## src/hw/rtl/hslrgb_pkg.sv

```systemverilog
`default_nettype none

package hslrgb_pkg;

    localparam int unsigned HUE_W   = 14;
    localparam int unsigned FRAC_W  = 9;
    localparam int unsigned CHAN_W  = 8;
    localparam int unsigned CN_W    = 17;
    localparam int unsigned TR_W    = 10;
    localparam int unsigned XP_W    = 26;
    localparam int unsigned BASE_W  = 18;
    localparam int unsigned NUM_W   = 27;
    localparam int unsigned PROD_W  = 35;
    localparam int unsigned QUOT_W  = 12;
    localparam int unsigned RCP_W   = 13;

    localparam logic [FRAC_W-1:0] FRAC_ONE   = 9'd256;
    localparam logic [12:0]       HUE_SECTOR = 13'd960;
    localparam logic [12:0]       HUE_FULL   = 13'd5760;
    // floor(v / 15) == (v * 4370) >> 16 for v below 4681
    localparam logic [RCP_W-1:0]  RECIP_15   = 13'd4370;
    localparam int unsigned       RECIP_SH   = 16;
    // 255 / (65536 * 960 * 2): >> 17, >> 6, then / 15
    localparam int unsigned       PROD_SH    = 23;

    typedef enum logic [2:0] {
        SEC_RED_YEL = 3'd0,
        SEC_YEL_GRN = 3'd1,
        SEC_GRN_CYN = 3'd2,
        SEC_CYN_BLU = 3'd3,
        SEC_BLU_MAG = 3'd4,
        SEC_MAG_RED = 3'd5
    } sector_t;

    typedef struct packed {
        logic en_mul;
        logic en_div;
    } scale_ctrl_t;

endpackage

`default_nettype wire

```

## src/hw/rtl/hslrgb_scale.sv

```systemverilog
`default_nettype none

module hslrgb_scale
    import hslrgb_pkg::*;
(
    input  wire logic                aclk,
    input  wire scale_ctrl_t         ctrl,
    input  wire logic [NUM_W-1:0]    num,
    output logic      [CHAN_W-1:0]   chan
);

    logic [PROD_W-1:0]        prod;
    logic [QUOT_W-1:0]        quot_reg;
    logic [QUOT_W+RCP_W-1:0]  recip;
    logic [CHAN_W-1:0]        chan_reg;

    // num * 255, then drop the power-of-two part of the denominator
    assign prod  = (PROD_W'(num) << 8) - PROD_W'(num);
    assign recip = (QUOT_W+RCP_W)'(quot_reg) * (QUOT_W+RCP_W)'(RECIP_15);

    always_ff @(posedge aclk) begin
        if (ctrl.en_mul) begin
            quot_reg <= prod[PROD_SH +: QUOT_W];
        end
        if (ctrl.en_div) begin
            chan_reg <= recip[RECIP_SH +: CHAN_W];
        end
    end

    assign chan = chan_reg;

endmodule

`default_nettype wire

```

## src/hw/rtl/hsl_to_rgb_converter_top.sv

```systemverilog
// HSL to RGB pixel converter. Hue comes in 1/16 degree (a negative hue or one of 360 degrees
// or more drops the chroma terms, so the pixel is gray at the offset level), saturation and lightness
// in units of 1/256 with anything above 256 taken as 1.0. Each channel is (component + offset)
// * 255 truncated toward zero. The block is a six-stage pipeline that takes one pixel every
// clock unless a result-side stall has filled it; the stages are the sector search, the chroma
// multiply, the secondary-component multiply, the channel sum, the * 255 scaling and the
// divide by 15 done as a reciprocal multiply. A stall on the result side holds only the full
// stages, so bubbles are squeezed out and requests keep entering while the output waits until the pipe is full.
`default_nettype none

module hsl_to_rgb_converter_top
    import hslrgb_pkg::*;
(
    input  wire logic                     aclk,
    input  wire logic                     aresetn,
    input  wire logic                     s_valid,
    output logic                          s_ready,
    input  wire logic signed [HUE_W-1:0]  s_hue,
    input  wire logic [FRAC_W-1:0]        s_saturation,
    input  wire logic [FRAC_W-1:0]        s_lightness,
    output logic                          m_valid,
    input  wire logic                     m_ready,
    output logic [CHAN_W-1:0]             m_red,
    output logic [CHAN_W-1:0]             m_green,
    output logic [CHAN_W-1:0]             m_blue
);

    logic [6:1] vld_reg;
    logic [6:1] en;

    // stage 0 logic
    logic [FRAC_W-1:0] sat_c, lit_c;
    logic [FRAC_W:0]   twol, lit_dev;
    logic [FRAC_W-1:0] ampl;
    logic [12:0]       hu, hu_base;
    logic              hue_ok;
    sector_t           sec_next;
    logic [TR_W-1:0]   off, tr_next;

    // stage registers
    logic [FRAC_W-1:0] s1_reg, l1_reg, a1_reg, l2_reg;
    logic              ok1_reg, ok2_reg, ok3_reg;
    sector_t           sec1_reg, sec2_reg, sec3_reg;
    logic [TR_W-1:0]   tr1_reg, tr2_reg;
    logic [CN_W-1:0]   cn2_reg, cn3_reg;
    logic [XP_W-1:0]   xp3_reg;
    logic [BASE_W-1:0] base3_reg;
    logic [NUM_W-1:0]  nr4_reg, ng4_reg, nb4_reg;

    logic [CN_W-1:0]   cn_next;
    logic [XP_W-1:0]   xp_next;
    logic [BASE_W-1:0] base_next;
    logic [NUM_W:0]    mterm, cterm, xterm;
    logic [NUM_W:0]    r1, g1, b1;

    scale_ctrl_t scl_ctrl;

    // stall chain: a stage moves when it is empty or the next one moves
    assign en[6]   = !vld_reg[6] || m_ready;
    assign en[5]   = !vld_reg[5] || en[6];
    assign en[4]   = !vld_reg[4] || en[5];
    assign en[3]   = !vld_reg[3] || en[4];
    assign en[2]   = !vld_reg[2] || en[3];
    assign en[1]   = !vld_reg[1] || en[2];
    assign s_ready = en[1];
    assign m_valid = vld_reg[6];

    always_ff @(posedge aclk) begin
        if (!aresetn) begin
            vld_reg <= '0;
        end else begin
            if (en[1]) vld_reg[1] <= s_valid;
            if (en[2]) vld_reg[2] <= vld_reg[1];
            if (en[3]) vld_reg[3] <= vld_reg[2];
            if (en[4]) vld_reg[4] <= vld_reg[3];
            if (en[5]) vld_reg[5] <= vld_reg[4];
            if (en[6]) vld_reg[6] <= vld_reg[5];
        end
    end

    // clamp fractions, chroma amplitude, sector search
    always_comb begin
        sat_c = (s_saturation > FRAC_ONE) ? FRAC_ONE : s_saturation;
        lit_c = (s_lightness > FRAC_ONE) ? FRAC_ONE : s_lightness;
        twol  = {lit_c, 1'b0};
        lit_dev = (twol >= 10'(FRAC_ONE)) ? twol - 10'(FRAC_ONE) : 10'(FRAC_ONE) - twol;
        ampl  = FRAC_ONE - lit_dev[FRAC_W-1:0];
        hu     = s_hue[12:0];
        hue_ok = !s_hue[HUE_W-1] && (hu < HUE_FULL);
        priority if (hu < HUE_SECTOR) begin
            sec_next = SEC_RED_YEL;
            hu_base  = 13'd0;
        end else if (hu < 13'(2 * HUE_SECTOR)) begin
            sec_next = SEC_YEL_GRN;
            hu_base  = 13'(HUE_SECTOR);
        end else if (hu < 13'(3 * HUE_SECTOR)) begin
            sec_next = SEC_GRN_CYN;
            hu_base  = 13'(2 * HUE_SECTOR);
        end else if (hu < 13'(4 * HUE_SECTOR)) begin
            sec_next = SEC_CYN_BLU;
            hu_base  = 13'(3 * HUE_SECTOR);
        end else if (hu < 13'(5 * HUE_SECTOR)) begin
            sec_next = SEC_BLU_MAG;
            hu_base  = 13'(4 * HUE_SECTOR);
        end else begin
            sec_next = SEC_MAG_RED;
            hu_base  = 13'(5 * HUE_SECTOR);
        end
        off = TR_W'(hu - hu_base);
        // odd sectors fall along the triangle
        tr_next = sec_next[0] ? TR_W'(HUE_SECTOR) - off : off;
    end

    always_ff @(posedge aclk) begin
        if (en[1]) begin
            s1_reg   <= sat_c;
            l1_reg   <= lit_c;
            a1_reg   <= ampl;
            ok1_reg  <= hue_ok;
            sec1_reg <= sec_next;
            tr1_reg  <= tr_next;
        end
    end

    assign cn_next = CN_W'(a1_reg) * CN_W'(s1_reg);

    always_ff @(posedge aclk) begin
        if (en[2]) begin
            cn2_reg  <= cn_next;
            l2_reg   <= l1_reg;
            ok2_reg  <= ok1_reg;
            sec2_reg <= sec1_reg;
            tr2_reg  <= tr1_reg;
        end
    end

    assign xp_next   = XP_W'(cn2_reg) * XP_W'(tr2_reg);
    assign base_next = {l2_reg, 9'b0} - BASE_W'(cn2_reg);

    always_ff @(posedge aclk) begin
        if (en[3]) begin
            cn3_reg   <= cn2_reg;
            xp3_reg   <= xp_next;
            base3_reg <= base_next;
            ok3_reg   <= ok2_reg;
            sec3_reg  <= sec2_reg;
        end
    end

    // everything over 65536 * 960 * 2
    always_comb begin
        mterm = ((NUM_W+1)'(base3_reg) << 10) - ((NUM_W+1)'(base3_reg) << 6);
        cterm = ((NUM_W+1)'(cn3_reg) << 11) - ((NUM_W+1)'(cn3_reg) << 7);
        xterm = {1'b0, xp3_reg, 1'b0};
        r1 = '0;
        g1 = '0;
        b1 = '0;
        if (ok3_reg) begin
            unique case (sec3_reg)
                SEC_RED_YEL: begin
                    r1 = cterm;
                    g1 = xterm;
                end
                SEC_YEL_GRN: begin
                    r1 = xterm;
                    g1 = cterm;
                end
                SEC_GRN_CYN: begin
                    g1 = cterm;
                    b1 = xterm;
                end
                SEC_CYN_BLU: begin
                    g1 = xterm;
                    b1 = cterm;
                end
                SEC_BLU_MAG: begin
                    r1 = xterm;
                    b1 = cterm;
                end
                default: begin
                    r1 = cterm;
                    b1 = xterm;
                end
            endcase
        end
    end

    always_ff @(posedge aclk) begin
        if (en[4]) begin
            nr4_reg <= NUM_W'(r1 + mterm);
            ng4_reg <= NUM_W'(g1 + mterm);
            nb4_reg <= NUM_W'(b1 + mterm);
        end
    end

    assign scl_ctrl.en_mul = en[5];
    assign scl_ctrl.en_div = en[6];

    hslrgb_scale u_scale_red (
        .aclk (aclk),
        .ctrl (scl_ctrl),
        .num  (nr4_reg),
        .chan (m_red)
    );

    hslrgb_scale u_scale_green (
        .aclk (aclk),
        .ctrl (scl_ctrl),
        .num  (ng4_reg),
        .chan (m_green)
    );

    hslrgb_scale u_scale_blue (
        .aclk (aclk),
        .ctrl (scl_ctrl),
        .num  (nb4_reg),
        .chan (m_blue)
    );

    // a free output side never blocks the input
    a_ready_follows: assert property (@(posedge aclk) m_ready |-> s_ready)
        else $error("input stalled while output side is free");

    // reset empties the pipe
    a_reset_empty: assert property (@(posedge aclk) !aresetn |=> !m_valid)
        else $error("result valid right after reset");

    // offset numerator never goes negative
    a_offset_pos: assert property (@(posedge aclk) disable iff (!aresetn)
        vld_reg[2] |-> (BASE_W'(cn2_reg) <= {l2_reg, 9'b0}))
        else $error("chroma exceeds twice the lightness");

    // a stalled result stays valid at the output stage until it is taken
    a_hold_stage: assert property (@(posedge aclk) disable iff (!aresetn)
        (vld_reg[6] && !m_ready) |=> vld_reg[6])
        else $error("stalled result dropped");

endmodule

`default_nettype wire

```

## config.mk

```make
export PLATFORM = sky130hd
export DESIGN_NAME = hsl_to_rgb_converter_top
export DESIGN_NICKNAME = d
export VERILOG_FILES = /design/src/hw/rtl/hslrgb_pkg.sv /design/src/hw/rtl/hslrgb_scale.sv /design/src/hw/rtl/hsl_to_rgb_converter_top.sv
export SDC_FILE = /design/constraint.sdc
export NUM_CORES = 1
export LEC_CHECK = 0
export BUFFER_PORTS_ARGS = -buffer_cell sky130_fd_sc_hd__buf_2
export CAP_MARGIN = 40
export CORE_MARGIN = 2
export CORE_UTILIZATION = 55
export CTS_CLUSTER_DIAMETER = 40
export DETAILED_ROUTE_END_ITERATION = 8
export HOLD_SLACK_MARGIN = 0.02
export PLACE_DENSITY_LB_ADDON = 0.05
export SLEW_MARGIN = 20
export SYNTH_ARGS = -nofsm -noshare
export SYNTH_HDL_FRONTEND = slang
export SYNTH_SLANG_ARGS = --single-unit
```

## constraint.sdc

```tcl
create_clock -name aclk -period 6.1 [get_ports aclk]
set_clock_uncertainty 0.05 [all_clocks]
set_input_delay 0.305 -clock aclk [delete_from_list [all_inputs] [get_ports aclk]]
set_output_delay 0.305 -clock aclk [all_outputs]
set_load 0.02 [all_outputs]
```

== After elaboration in Yosys (flattened, before gate mapping) ==
Cells that the tools add are included.
Cells by class
  equality and inequality tests: 4
  shifts and indexed selects: 0
  div/mod/pow operators: 0
  $mul: 5
  order comparisons: 9
  muxes and demuxes: 19
  reductions and logical operators: 23
  $add $sub $neg: 14
  bitwise gates (word level): 0
Operators with widths (count)
  case mux 27 bit (2 select lines): 3
  subtractor 35 x 27 -> 35 bit: 3
  adder 27 bit: 3
  two-way mux 27 bit: 3
  multiplier 12 x 12 -> 23 bit (second input constant): 3
  subtractor 27 x 24 -> 27 bit: 2
  two-way mux 10 bit: 5
  two-way mux 9 bit: 3
  < comparator 13 x 12 -> 1 bit (second input constant): 2
  < comparator 13 bit (second input constant): 2
  multiplier 17 x 10 -> 26 bit: 1
  > comparator 9 bit (second input constant): 2
  subtractor 18 x 17 -> 18 bit: 1
  subtractor 9 bit (first input constant): 2
  multiplier 9 x 9 -> 17 bit: 1
  OR reduction 2 bit: 7
  < comparator 13 x 10 -> 1 bit (second input constant): 1
  < comparator 13 x 11 -> 1 bit (second input constant): 1
  greater-or-equal comparator 10 x 9 -> 1 bit (second input constant): 1
  subtractor 10 bit: 1
  subtractor 10 bit (first input constant): 1
  subtractor 9 bit (second input constant): 1
  zero test 1 bit: 7
  equality test 3 x 2 -> 1 bit (second input constant): 2
  8 further kinds: 16
Storage, ports and cells
  bits in read-only memories: 0
  memories kept: 0
  latch bits: 0
  memory bits (writable): 0
  flip-flop bits (word level): 293
  input port bits: 36
  output and inout port bits: 26
  word-level logic and storage cells: 107

== Longest topological paths before layout ==
  word-level depth: 9
  gate-level depth with buffers: 23
  depth with buffers taken out: 21

== Hierarchy ==
From an unflattened synthesis, not the netlist that was laid out.
Second synthesis, totals
  cells, all modules: 2858
  area total of the unflattened synthesis: 28214.6 µm²
By module, submodules not included
  hsl_to_rgb_converter_top: area each 20058.0 µm², sequential area each 6546.3 µm², times used 1, cells each 2041
  hslrgb_scale (u_scale_green): area each 2803.9 µm², sequential area each 600.6 µm², times used 1, cells each 286
  hslrgb_scale (u_scale_blue): area each 2695.1 µm², sequential area each 600.6 µm², times used 1, cells each 273
  hslrgb_scale (u_scale_red): area each 2657.5 µm², sequential area each 600.6 µm², times used 1, cells each 258

== Worst setup path before layout ==
Ideal clock, no wire load.
  path kind: register -> register
  start: reg tr2_reg[3]
  end: reg xp3_reg[22] (data pin)
  stages on the path, launching flop included: 24
  path slack: 0.229 ns
  data arrival time: 5.563 ns
  period minus slack after synthesis: 5.871 ns
  cells stage by stage: edfxtp_1 -> clkbuf_1 -> nand2_1 -> fa_1 -> inv_1 -> fa_1 -> inv_1 -> fa_1 -> inv_1 -> fa_1 -> inv_1 -> fa_1 -> inv_1 -> ha_1 -> clkbuf_1 -> a21o_1 -> a21oi_1 -> nor2b_1 -> a2111oi_0 -> o31ai_1 -> a31o_2 -> a21o_1 -> a21oi_1 -> xnor2_1
Between the ends
  word-level cells in the longest chain between the ends: 1
RTL lines
  start: declaration: RTL line hsl_to_rgb_converter_top.sv:44  | logic [TR_W-1:0] tr1_reg, tr2_reg;
  start signal: assignment: RTL line hsl_to_rgb_converter_top.sv:133  | tr2_reg <= tr1_reg;
  multiplier 17 x 10 -> 26 bit: RTL line hsl_to_rgb_converter_top.sv:137  | assign xp_next = XP_W'(cn2_reg) * XP_W'(tr2_reg);
  named net xp_next[22]: RTL line hsl_to_rgb_converter_top.sv:51  | logic [XP_W-1:0] xp_next;
  end signal: assignment: RTL line hsl_to_rgb_converter_top.sv:143  | xp3_reg <= xp_next;
  end: declaration: RTL line hsl_to_rgb_converter_top.sv:46  | logic [XP_W-1:0] xp3_reg;
The timed path passes the listed nets, and every way through them passes these cells.
A chain may end at the register's enable or synchronous reset.

== Worst setup path after layout ==
  start: reg cn2_reg[3]
  end: reg xp3_reg[22] (data pin)
Between the ends
  word-level cells in the longest chain between the ends: 1
RTL lines
  start: declaration: RTL line hsl_to_rgb_converter_top.sv:45  | logic [CN_W-1:0] cn2_reg, cn3_reg;
  start signal: assignment: RTL line hsl_to_rgb_converter_top.sv:129  | cn2_reg <= cn_next;
  multiplier 17 x 10 -> 26 bit: RTL line hsl_to_rgb_converter_top.sv:137
  named net xp_next[22]: RTL line hsl_to_rgb_converter_top.sv:51
The timed path passes the listed nets, and every way through them passes these cells.

==> out/results.ini <==
[cells_and_area]
num_antenna_cells=0
area_growth_pct=12.01
fillers=4157
drive_above_1_share_pct=7.891
final_nets=3576
final_cells=3650

[clock_tree]
cts_tree=done
insertion_delay_ps=580
h-tree-depth=2
clk_path_buf_depth=3
clockRootBuffer=clkbuf_16
cts.sinks=280
cts_buffers=48
clk_pin_slew_ps=50

[global_route]
antenna_found_initial=0
grt.total_usage_pct=24.67
grt_pass1_wl_um=104100
first_global_vias=20550
gr-total-overflow=0
grt_max_degree=76

[setup_path]
crit_path_start=cn2_reg[3]$_DFFE_PP_
cp_max_fo=10
start_kind=flip-flop
worstSetupPathType=flip-flop to flip-flop
worstSetupEndpointType=flip-flop
cp_data_required_time_ps=6380
cp.arrival_ps=6080
worstReg2RegStart=cn2_reg[3]$_DFFE_PP_

[floorplan]
num_rows=82
die_area_sq_um=52300
start_util_pct=55.57
boundaryPins=62
die_w_um=228.7
core_area_sq_um=49970
fp.dieH_um=228.7

[sta]
final-hold-violation-count=0
max-slew-margin-rel_pct=41.51
setup_viol=0
fmax_mhz=172.2
post-route-period-util_pct=95.20
worst_slack_ps=292.6
tightest_slew_ps=869.3
slew_viol_final=0
finalCriticalPeriod_ps=5807
grt_setup_unrepaired=no
final.setup.tns_ps=0

[drt]
wl_met2_um=31860
dr_wl_met3_um=2299
drt_iter0_drc=792
drtAntennaViolNets=0
wl_met1_um=26860
first_pass_iters=5
top_layer=met4
wl_per_cell_um=17.28
via_count=20140
drt-vias-per-instance=5.518
drc=0
wl_um=63060

[placement]
dp_slack_ps=52.71
dp_cells=3524
gp_congestion=0.9238
dp_hpwl_um=51920
io_buffers=61

[yosys]
ys_warn_count=0
yosysMostFrequentCell=ha_1
async_flop_share_pct=0
synthCells=2801
synth-seq-area-share_pct=30.06
yosys.area.top_type_share_pct=29.63
synthFlopType=edfxtp_1
synth_cell_type_count=72
ys_ff_latch=280
synth.largest_area_cell=edfxtp_1
synthTopCellsByArea=edfxtp_1, ha_1, fa_1, inv_1, xnor2_1
syn_area_per_cell_sq_um=9.914
synthTopCellsByCount=ha_1, inv_1, edfxtp_1
synth_edf_count=274
syn_area_sq_um=27770
synthesis.nets=3436

[worst_hold_path]
hp-start=s_lightness[1]
hp-class=primary input to flip-flop

[outcome]
status=completed

[flow_run]
max_cap_violations=0

## through the flow
step / util [%] / hold WS [ps] / area, sq um
3_3_place_gp: 58.10 / 351.2 / 29030
3_5_place_dp: 58.22 / 354.5 / 29090
5_1_grt: 62.25 / 58.75 / 31100
2_1_floorplan: - / 350.3 / 27770
4_1_cts: 61.94 / 21.37 / 30950
6_report: 62.25 / 59.86 / 31100
## area by class of cell
type	instances	area (sq um)	share of cell area, %
Clock buffer	52	1259	4.047
Timing Repair Buffer	146	1044	3.355
Clock inverter	35	384.1	1.235
Inverter	391	1468	4.719
Multi-Input combinational cell	2074	17760	57.10
Tap cell	672	840.8	2.703
Sequential cell	280	8348	26.84
## repair_timing
action                                  CTS  global route
endpoints found under the setup margin    0             3
endpoints found under the hold margin    21             0
hold buffers                             22             0
setup buffers                             0            16
resized for setup                         0             2
## path summary, 6_finish.rpt
check,end,slack (ps),cells after the start
worst max-delay path,xp3_reg[22]$_DFFE_PP_,290,21
worst min-delay path,l1_reg[1]$_DFFE_PP_,60,3
worst max register to register,xp3_reg[22]$_DFFE_PP_,290,21
worst min register to register,l2_reg[3]$_DFFE_PP_,360,0
## worst max-delay path, cell delays in order (launching register included)
cell	delay, ps
edfxtp_1	550
and2_1	250
fa_1	410
fa_1	540
inv_1	50
fa_1	490
inv_1	60
fa_1	530
inv_1	50
fa_1	530
inv_1	40
ha_1	320
buf_4	170
nand4_1	60
nor2_1	50
a2111oi_2	350
buf_4	180
o31ai_1	130
a31o_2	310
a21o_1	180
a21oi_1	160
xnor2_1	90
## layer usage
metal	vias up	track usage (%)
li1	9932	-
met1	9659	30.62
met2	424	44.47
met3	127	2.632
met4	0	8.742
met5	-	0
## kinds of logic (layout without fill, tap and decap cells)
family                     count (synthesis)  after routing  synth area share, %
DFF                                      280            280                30.06
xor gates and xnor gates                 204            204                6.434
buffers and inverters                    447            624                6.047
and+or+nand+nor                          756            756                13.49
adders and majority gates                599            599                31.75
AOI/OAI and AO/OA                        507            507                11.92
muxes                                      8              8               0.3019
## placed cells by master, fill, tap and decap left out, types with 22 or more instances in the layout
cell type      Yosys  routed
buf_4              0      57
nand3_1           32      31
a21oi_1          161     161
nor2b_1           40      40
nor2_1           143     143
xor2_1            42      42
ha_1             423     423
xnor2_1          162     162
o21a_1            35      35
buf_2              1      64
dlygate4sd3_1      0      22
o21ai_0           88      88
nand2b_1          26      26
a21o_1            60      60
and2_1           138     138
nand2_1          242     241
nor3_1            42      41
edfxtp_1         274     274
clkbuf_16          0      50
inv_1            391     389
o21bai_1          22      22
fa_1             176     176
Power is left out: the tool's default activity adds up to more than one toggle a clock period on the data nets, which glitch-free logic cannot reach.
